==> src/hw/rtl/bbc_ram.sv <==
// Generic single-write, single-read RAM with registered read data.
module bbc_ram #(
  parameter int unsigned Width = 2,
  parameter int unsigned Depth = 64,
  localparam int unsigned AddrW = (Depth > 1) ? $clog2(Depth) : 1
) (
  input  logic             clk_i,
  input  logic             we_i,
  input  logic [AddrW-1:0] waddr_i,
  input  logic [Width-1:0] wdata_i,
  input  logic [AddrW-1:0] raddr_i,
  output logic [Width-1:0] rdata_o
);

  logic [Width-1:0] mem [Depth];
  logic [Width-1:0] rdata_q;

  always_ff @(posedge clk_i) begin
    if (we_i) begin
      mem[waddr_i] <= wdata_i;
    end
    rdata_q <= mem[raddr_i];
  end

  assign rdata_o = rdata_q;

endmodule

==> config.mk <==
export PLATFORM = sky130hd
export DESIGN_NAME = bbc_ram
export DESIGN_NICKNAME = d
export VERILOG_FILES = /design/src/hw/rtl/bbc_ram.sv
export SDC_FILE = /design/constraint.sdc
export NUM_CORES = 1
export LEC_CHECK = 0
export ABC_AREA = 1
export BUFFER_PORTS_ARGS = -buffer_cell sky130_fd_sc_hd__buf_2
export CORE_ASPECT_RATIO = 1.25
export CORE_UTILIZATION = 57
export CTS_CLUSTER_DIAMETER = 150
export CTS_CLUSTER_SIZE = 28
export DETAILED_ROUTE_END_ITERATION = 7
export HOLD_SLACK_MARGIN = 0.06
export PLACE_DENSITY_LB_ADDON = 0.25
export SYNTH_ARGS = -nofsm -noshare
export SYNTH_HDL_FRONTEND = slang
export SYNTH_SLANG_ARGS = --single-unit
==> constraint.sdc <==
create_clock -name clk_i -period 3.1 [get_ports clk_i]
set_input_delay 0.62 -clock clk_i [delete_from_list [all_inputs] [get_ports clk_i]]
set_output_delay 0.62 -clock clk_i [all_outputs]
set_load 0.03 [all_outputs]
==> results.yml, run 1 <==
run_status:
  status: "completed"
synthesis:
  syn_area_um2: 5610
  muxShareOfSynthArea_pct: 0
  synth_top_area_share_pct: 68.5
  async_flop_share_pct: 0
  synth_edf_count: 128
  yosysSeqAreaShare_pct: 69.2
  ys_types: 13
  synth_common_cells: "nand2_1, edfxtp_1, nand3_1, nor2_1, buf_2"
  synthSimpleGateAreaFrac_pct: 26.7
  syn_avg_cell_area_um2: 10.8
  synth-compound-area-share_pct: 0
  synth_area_leader_cell: "edfxtp_1"
  ys_ff_latch: 130
  synth_xor_area_share_pct: 0
  synth_top_family_by_area: "simple AND/OR/NAND/NOR gates"
  syn-num-nets: 536
  yosys_warnings: 0
  synth_most_common_cell: "nand2_1"
  synth_ff_type: "edfxtp_1"
  synth_cells: 520
  synthTopCellsByArea: "edfxtp_1, nand2_1, nand3_1"
  synthAdderAreaFrac_pct: 0
clock_network:
  cts_root_buf: "clkbuf_16"
  cts_tree: "built"
  cts_made_buffers: 17
  cts_resized: 0
  clk_pin_slew_ns: 0.05
  clk_path_buf_depth: 2
  postCtsHoldBufs: 0
  clkLatencyLatePin_ns: 0.42
  clock-sinks: 130
  cts_max_level: 4
  postCtsSetupBuffers: 0
place:
  dpl.hpwl_um: 7330
  dpl_cell_area_um2: 5730
  gp_congestion: 0.839
  dp_cells: 641
  io_buffers: 17
run:
  cap_violations: 0
floorplanning:
  rows: 40
  ios: 18
  die_area_um2: 10300
  core-area_um2: 9610
  fp.dieW_um: 90.8
  initial_core_util_pct: 58.4
  die_h_um: 113
global_routing:
  antenna_found_initial: 0
  overflow: 0
  grtUsageTotal_pct: 25.5
  grt_pass1_wl_um: 19100
  grt_max_degree: 65
  grt_pass1_vias: 3827
drt:
  finalWirelength_um: 12100
  drc: 0
  drtPass1Iterations: 6
  postRouteAntennaNets: 0
  post_drt_wl_per_cell_um: 17.9
  viasPerCell: 5.78
  initialDrtViolationCount: 390
  via_count: 3887
timing:
  skew_ns: 0.0100
  final_max_slew_viol_count: 0
  setup_viol: 0
  grt_setup_unrepaired: "no"
  hold_viol: 0
  max-slew-margin-rel_pct: 56.0
  timing.final.crit_share_pct: 58.1
  finalSetupTns_ns: 0
  worstMarginPinSlew_ns: 0.659
  holdWs_ns: 0.483
  post-route-min-period_ns: 1.80
  max_freq_mhz: 555
setup_path:
  cp.arrival_ns: 1.89
  cp_max_fo: 9
  critPathKind: "in -> reg"
  cp-start-kind: "input port"
  critPathMaxStageDelay_ns: 0.55
  crit_chain: "buf_2 > inv_1 > nand4_1 > nor2_1"
  critPathSlowestCell: "nand4_1"
  end_kind: "flop"
  critPathRequiredTime_ns: 3.19
power_and_ir_drop:
  p_switching_uw: 855
  max-vdd-ir-drop_mv: 0.480
  power_density_nw_per_um2: 662
  power.leakage_uw: 0.00231
  switching_share_pct: 20.4
  power.internal_uw: 3330
  pwr-share-comb_pct: 5.8
  pwr-share-clk_pct: 47.7
  p_seq_share_pct: 46.6
layout:
  final_area_um2: 6330
  multiInputGateArea_um2: 1500
  fin_cells: 673
  syn2layout_area_growth_pct: 12.7
  drive_above_1_share_pct: 9.51
  seqCellArea_um2: 3880
  diodes: 0
  nFillCells: 753
  nNetsFinal: 550
min_path:
  hp-class: "in -> reg"
==> stage by stage <==
stage	util (%)	setup slack (ns)	total power, µW
CTS	65.8	1.35	4200
global route	65.8	1.18	4300
detailed placement	59.6	0.920	2230
global placement	59.6	0.958	2220
finish	65.8	1.30	4190
floorplan	-	1.36	2140
==> worst max-delay path, delay by kind of cell <==
family | cells | cell delay, ns
buf+inv | 2 | 0.34
simple gates | 2 | 0.93
==> per-layer routing <==
layer | vias to the layer above | global-route usage (%) | wire [µm]
met5 | - | 0 | 0
met4 | 0 | 12.9 | 253
met3 | 21 | 4.91 | 860
met2 | 182 | 44.5 | 6320
met1 | 1839 | 30.1 | 4620
li1 | 1845 | - | -
==> path summary, 6_finish.rpt <==
check             startpoint         end  slack [ns]  cells after the start
hold / removal    raddr_i[5]  rdata_o[0]        0.48                      3
setup reg to reg  mem[53][1]  rdata_o[1]        1.90                      8
setup / recovery  waddr_i[1]  mem[33][0]        1.30                      4
hold reg to reg   mem[40][1]  rdata_o[1]        0.81                      8
==> layout make-up <==
type	instances	share of cell area [%]
sequential	130	61.4
multi-input combinational	350	23.7
clock buffer	18	6.78
clock inverter	14	2.67
tap	126	2.49
timing repair buffer	23	2.25
inverter	12	0.712
==> state kept, by name, indices dropped and copies added (netlist names) <==
| name | flops |
|---|---|
| mem | 128 |
| rdata_o | 2 |
==> cell families (layout without fill, tap and decap cells) <==
kind of cell           count (synthesis)  in the layout
buffers and inverters                 40             67
AND/OR/NAND/NOR                      350            350
flip-flops                           130            130
==> cells in the final DEF (no fill, tap or decap) <==
cell	synthesis	layout
clkinvlp_4	0	1
buf_12	0	1
clkbuf_16	0	17
buf_2	13	17
nor2_1	56	56
edfxtp_1	128	128
nand3_1	115	115
clkinv_2	0	6
dfxtp_1	2	2
clkbuf_1	4	1
nor4_1	8	8
bufinv_16	0	4
inv_2	1	1
buf_4	5	5
nand2_1	162	162
nand4_1	9	9
inv_1	11	11
clkinv_1	0	3
==> power by group through the flow <==
stage | clock, µW | combinational (µW) | sequential (µW)
final | 2000 | 241 | 1950
after global routing | 2080 | 268 | 1950
after floorplan | 0 | 151 | 1990
after global placement | 0 | 234 | 1990
after CTS | 2010 | 241 | 1950
after detailed placement | 0 | 240 | 1990
Note: power is estimated with default switching activity, not from simulation.
==> run 2: changes to the inputs <==
--- a/config.mk
+++ b/config.mk
@@ -8,7 +8,7 @@
 export ABC_AREA = 1
 export BUFFER_PORTS_ARGS = -buffer_cell sky130_fd_sc_hd__buf_2
 export CORE_ASPECT_RATIO = 1.25
-export CORE_UTILIZATION = 57
+export CORE_UTILIZATION = 55
 export CTS_CLUSTER_DIAMETER = 150
 export CTS_CLUSTER_SIZE = 28
 export DETAILED_ROUTE_END_ITERATION = 7
==> constraint.sdc (replaced) <==
create_clock -name clk_i -period 1.6 [get_ports clk_i]
set_input_delay 0.32 -clock clk_i [delete_from_list [all_inputs] [get_ports clk_i]]
set_output_delay 0.32 -clock clk_i [all_outputs]
set_load 0.03 [all_outputs]
==> run 2 against run 1 <==
Compared with the run above: combinational power rose by 110%; register-to-register slack got worse by 1.5 ns; non-clock buffer count grew 18; sequential power up 94%; clock skew decreased by 0.0037 ns; highest routed layer unchanged; largest cell class unchanged; via count rose by 4.5%.
==> results.yml, run 2 (synthesized netlist as in run 1, its figures left out) <==
setup_path:
  cp_top_family: "flip-flops"
  critPathBufInv: 1
  critPathMaxStageDelay_ns: 0.30
  cp_max_fo: 1
  r2r_slack_ns: 0.43
  critPathSlowestCell: "dfxtp_1"
  critPathRequiredTime_ns: 1.28
  cp-start-kind: "flop"
  rr_worst_depth: 8
  worstSetupEndpoint: "rdata_o[0]"
  end_kind: "output port"
  critPathKind: "reg -> out"
  r2r_start: "mem[51][1]"
  cp.arrival_ns: 0.90
  cp-startpoint: "rdata_o[0]"
  cp.depth: 1
  regToRegEndpoint: "rdata_o[1]"
  crit_chain: "buf_2"
floorplanning:
  fp.dieW_um: 92.4
  initial_core_util_pct: 57.5
  die_h_um: 115
  ios: 18
  rows: 40
  core-area_um2: 9760
  die_area_um2: 10600
timing:
  max_freq_mhz: 820
  worstMarginPinSlew_ns: 1.11
  max-slew-margin-rel_pct: 26.3
  hold_viol: 0
  post-route-min-period_ns: 1.22
  grt_setup_unrepaired: "no"
  finalSetupTns_ns: 0
  timing.final.crit_share_pct: 76.2
  skew_ns: 0.00632
  final_max_slew_viol_count: 0
  fin_ws_ns: 0.381
  setup_viol: 0
place:
  gp_congestion: 0.795
  io_buffers: 17
  dpl.hpwl_um: 7270
  dp_cells: 659
  dp_slack_ns: 0.0311
global_routing:
  grt_max_degree: 65
  overflow: 0
  antenna_found_initial: 0
  grt_pass1_wl_um: 19500
  grt_pass1_vias: 3937
  grtUsageTotal_pct: 26.0
power_and_ir_drop:
  power_density_nw_per_um2: 1290
  max-vdd-ir-drop_mv: 0.964
  switching_share_pct: 20.9
  power.leakage_uw: 0.00240
  pwr-share-clk_pct: 49.1
  power.internal_uw: 6660
  pwr-share-comb_pct: 6.0
  p_seq_share_pct: 44.9
  p_switching_uw: 1760
clock_network:
  cts_tree: "built"
  clk_pin_slew_ns: 0.05
  cts_resized: 0
  postCtsHoldBufs: 0
  cts_root_buf: "clkbuf_16"
  clk_path_buf_depth: 2
  cts_max_level: 4
  cts_made_buffers: 17
  clkLatencyLatePin_ns: 0.42
  clock-sinks: 130
  postCtsSetupBuffers: 0
drt:
  via_count: 4061
  initialDrtViolationCount: 328
  finalWirelength_um: 12600
  drc: 0
  viasPerCell: 5.88
  post_drt_wl_per_cell_um: 18.3
  drtPass1Iterations: 5
  postRouteAntennaNets: 0
layout:
  largest_reg_flops: 128
  syn2layout_area_growth_pct: 16.5
  fin_cells: 691
  final_cell_mix: "nand2_1, edfxtp_1, nand3_1, nor2_1, buf_4"
  regMostFlops: "mem"
  drive_above_1_share_pct: 12.9
  nNetsFinal: 568
  seqCellArea_um2: 3880
  nFillCells: 720
  diodes: 0
  final_common_cell: "nand2_1"
  multiInputGateArea_um2: 1500
run_status:
  status: "completed"
min_path:
  hp-class: "in -> reg"
run:
  cap_violations: 0
[run 2: power groups by stage]
stage          logic (µW)  registers, µW  clock network, µW
2_1_floorplan         293           3860                  0
5_1_grt               552           3780               4330
3_5_place_dp          496           3850                  0
4_1_cts               500           3780               4160
6_report              507           3780               4130
3_3_place_gp          487           3850                  0
[run 2: worst min-delay path by stage]
stage                          start          to  slack (ns)  cells past startpoint
final                     raddr_i[5]  rdata_o[1]        0.20                      3
after global routing      raddr_i[5]  rdata_o[0]        0.19                      3
after CTS                 raddr_i[5]  rdata_o[1]        0.17                      3
after detailed placement  raddr_i[5]  rdata_o[1]        0.61                      3
after global placement    raddr_i[5]  rdata_o[1]        0.61                      3
after floorplan           wdata_i[0]   mem[0][0]        0.42                      0
[run 2: layer usage]
metal / GRT usage [%] / vias to the layer above / share of wire (%)
li1: - / 1883 / -
met2: 40.6 / 199 / 48
met1: 31.2 / 1936 / 39
met3: 8.13 / 43 / 8.1
met4: 17.0 / 0 / 4.4
met5: 0 / - / 0
[run 2: through the flow]
stage / instance area, µm² / util, % / total power, µW / hold slack [ns]
3_5_place_dp: 5900 / 60.5 / 4350 / 0.607
2_1_floorplan: 5610 / - / 4150 / 0.419
5_1_grt: 6540 / 67.0 / 8660 / 0.189
3_3_place_gp: 5900 / 60.5 / 4340 / 0.607
4_1_cts: 6540 / 67.0 / 8440 / 0.172
6_report: 6540 / 67.0 / 8420 / 0.196
[run 2: cell type report]
class                      count  area share (%)
inverter                      12           0.688
sequential                   130            59.4
timing repair buffer          41            4.82
tap                          126            2.41
clock buffer                  17            6.50
clock inverter                15            3.29
multi-input combinational    350            22.9
==> run 3: changes to the inputs <==
--- a/config.mk
+++ b/config.mk
@@ -5,10 +5,10 @@
 export SDC_FILE = /design/constraint.sdc
 export NUM_CORES = 1
 export LEC_CHECK = 0
-export ABC_AREA = 1
+export ABC_AREA = 0
 export BUFFER_PORTS_ARGS = -buffer_cell sky130_fd_sc_hd__buf_2
 export CORE_ASPECT_RATIO = 1.25
-export CORE_UTILIZATION = 55
+export CORE_UTILIZATION = 57
 export CTS_CLUSTER_DIAMETER = 150
 export CTS_CLUSTER_SIZE = 28
 export DETAILED_ROUTE_END_ITERATION = 7
==> constraint.sdc (replaced) <==
create_clock -name clk_i -period 1.2 [get_ports clk_i]
set_input_delay 0.24 -clock clk_i [delete_from_list [all_inputs] [get_ports clk_i]]
set_output_delay 0.24 -clock clk_i [all_outputs]
set_load 0.03 [all_outputs]
==> run 3 against run 2 <==
Compared with the run above: first-iteration DRC count fell by 15%; clock power rose by 27%; via count fell by 22%; power rose by 31%; utilization rose by 7.5 points; critical endpoint is now rdata_o[0]; setup slack got worse by 0.84 ns; cell area rose by 4.5%; global-route usage rose by 1.7 points; the run now ends with setup timing left; sequential power rose by 33%.
==> results.yml, run 3 <==
setup_path:
  cp.arrival_ns: 1.96
  critPathKind: "reg -> reg"
  cp_top_family: "compound AO/OA/AOI/OAI gates"
  critPathRequiredTime_ns: 1.50
  critPathMaxStageDelay_ns: 0.53
  crit_chain: "mux4_2 > a22oi_2 > a21o_1 > a21oi_2 > a211o_1"
  cp_max_fo: 1
  cp.depth: 5
  critPathBufInv: 0
  cp-start-kind: "flop"
  critPathSlowestCell: "mux4_2"
  end_kind: "flop"
  rr_worst_depth: 5
layout:
  largest_reg_flops: 128
  final_area_um2: 6840
  nNetsFinal: 405
  nFillCells: 582
  final_cell_mix: "edfxtp_1, buf_4, nor2_1, mux4_2, clkbuf_16"
  drive_above_1_share_pct: 41.5
  final_common_cell: "edfxtp_1"
  regMostFlops: "mem"
  diodes: 0
  syn2layout_area_growth_pct: 26.6
drt:
  postRouteAntennaNets: 0
  viasPerCell: 6.01
  initialDrtViolationCount: 279
  finalWirelength_um: 12100
  drtPass1Iterations: 5
  drc: 0
  post_drt_wl_per_cell_um: 23.0
  via_count: 3154
synthesis:
  synth_cells: 324
  synth_most_common_cell: "edfxtp_1"
  syn-num-nets: 340
  synth_top_family_by_area: "multiplexers"
  syn_avg_cell_area_um2: 16.7
  ys_types: 37
  yosys_warnings: 0
  ys_ff_latch: 130
  syn_area_um2: 5400
  async_flop_share_pct: 0
  synth_edf_count: 128
  muxShareOfSynthArea_pct: 13.2
  synthTopCellsByArea: "edfxtp_1, mux4_2, nor2_1"
  synth_common_cells: "edfxtp_1, nor2_1, mux4_2, nand2_1, clkbuf_1"
  synthAdderAreaFrac_pct: 0
  synth-compound-area-share_pct: 3.41
  synth_xor_area_share_pct: 0
  synth_area_leader_cell: "edfxtp_1"
  synth_top_area_share_pct: 71.2
  synth_ff_type: "edfxtp_1"
  yosysSeqAreaShare_pct: 72.0
  synthSimpleGateAreaFrac_pct: 9.62
run_status:
  status: "finished, violations left"
  violations: "setup timing"
run:
  cap_violations: 0
clock_network:
  clk_pin_slew_ns: 0.06
  cts_made_buffers: 17
  cts_max_level: 4
  clock-sinks: 130
  postCtsSetupBuffers: 0
  clk_path_buf_depth: 2
  cts_tree: "built"
  postCtsHoldBufs: 0
  clkLatencyLatePin_ns: 0.41
  cts_root_buf: "clkbuf_16"
global_routing:
  overflow: 0
  grt_pass1_wl_um: 18800
  grtUsageTotal_pct: 27.7
  grt_pass1_vias: 3394
  grt_max_degree: 65
  antenna_found_initial: 0
place:
  dpl_cell_area_um2: 6200
  gp_congestion: 0.845
  io_buffers: 17
  dpl.hpwl_um: 7810
floorplanning:
  rows: 39
  ios: 18
  die_h_um: 111
  die_area_um2: 9870
  initial_core_util_pct: 58.8
  core-area_um2: 9170
  fp.dieW_um: 89.0
timing:
  timing.final.crit_share_pct: 139
  max_freq_mhz: 601
  post-route-min-period_ns: 1.66
  max-slew-margin-rel_pct: 73.1
  finalSetupTns_ns: -0.841
  worstMarginPinSlew_ns: 0.400
  hold_viol: 0
  setup_viol: 2
  skew_ns: 0.00474
  fin_ws_ns: -0.464
  final_max_slew_viol_count: 0
  grt_setup_unrepaired: "yes"
min_path:
  holdPathStages: 2
  hp-class: "in -> reg"
power_and_ir_drop:
  power_density_nw_per_um2: 1610
  max-vdd-ir-drop_mv: 1.25
  power.leakage_uw: 0.00223
  p_total_uw: 11000
==> run 3: cell count changes in the layout (fill, tap and decap cells not counted), sizes merged, moves of 6 or more <==
| cell | previous run | this run |
|---|---|---|
| nand2 | 162 | 14 |
| a22oi | 0 | 6 |
| nor2 | 56 | 70 |
| inv | 12 | 1 |
| mux4 | 0 | 29 |
| nand4 | 9 | 2 |
| buf | 41 | 62 |
| nand3 | 115 | 7 |
| nor2b | 0 | 7 |
| nor4 | 8 | 0 |
==> run 3: per-stage QoR <==
| stage | cells | hold slack, ns | util, % | setup WS [ns] |
|---|---|---|---|---|
| after global placement | 493 | 0.580 | 67.6 | -0.718 |
| after CTS | 525 | 0.150 | 74.3 | -0.473 |
| after detailed placement | 493 | 0.593 | 67.6 | -0.739 |
| final | 525 | 0.188 | 74.5 | -0.464 |
| after floorplan | 324 | 0.339 | - | -0.455 |
| after global routing | 525 | 0.190 | 74.5 | -0.493 |
==> run 3: logic make-up after synthesis <==
kind of cell,after synthesis
simple gates,116
buf+inv,18
mux,35
flops,130
compound gates,25
==> run 3: power by group <==
part           internal (µW)  leakage, µW  switching, µW
registers               5030      0.00117           12.0
logic                    318     0.000771            419
clock network           3430     0.000289           1810
==> run 3: worst paths after layout <==
kind / startpoint / to / slack, ns
min reg2reg: mem[8][0] / rdata_o[0] / 0.94
max: mem[7][0] / rdata_o[0] / -0.46
max reg2reg: mem[7][0] / rdata_o[0] / -0.46
min: raddr_i[5] / rdata_o[1] / 0.19
==> run 3: area by class of cell <==
type / instances / area, µm² / area share (%)
sequential: 130 / 3880 / 56.8
multi-input combinational: 176 / 1680 / 24.6
timing repair buffer: 63 / 510 / 7.47
clock buffer: 19 / 433 / 6.33
clock inverter: 13 / 166 / 2.43
tap: 123 / 154 / 2.25
inverter: 1 / 3.75 / 0.0549
==> run 3: layer usage <==
layer / vias up / routed length, µm / GRT usage [%]
met5: - / 0 / 0
met4: 0 / 316 / 12.5
met3: 19 / 751 / 7.07
met2: 137 / 6330 / 44.1
met1: 1597 / 4690 / 35.8
li1: 1401 / - / -
==> run 3: what timing repair did <==
action / in CTS / in global routing
pin swaps: 0 / 1
resized for setup: 4 / 6
hold endpoints to repair: 0 / 0
endpoints found under the setup margin: 2 / 4
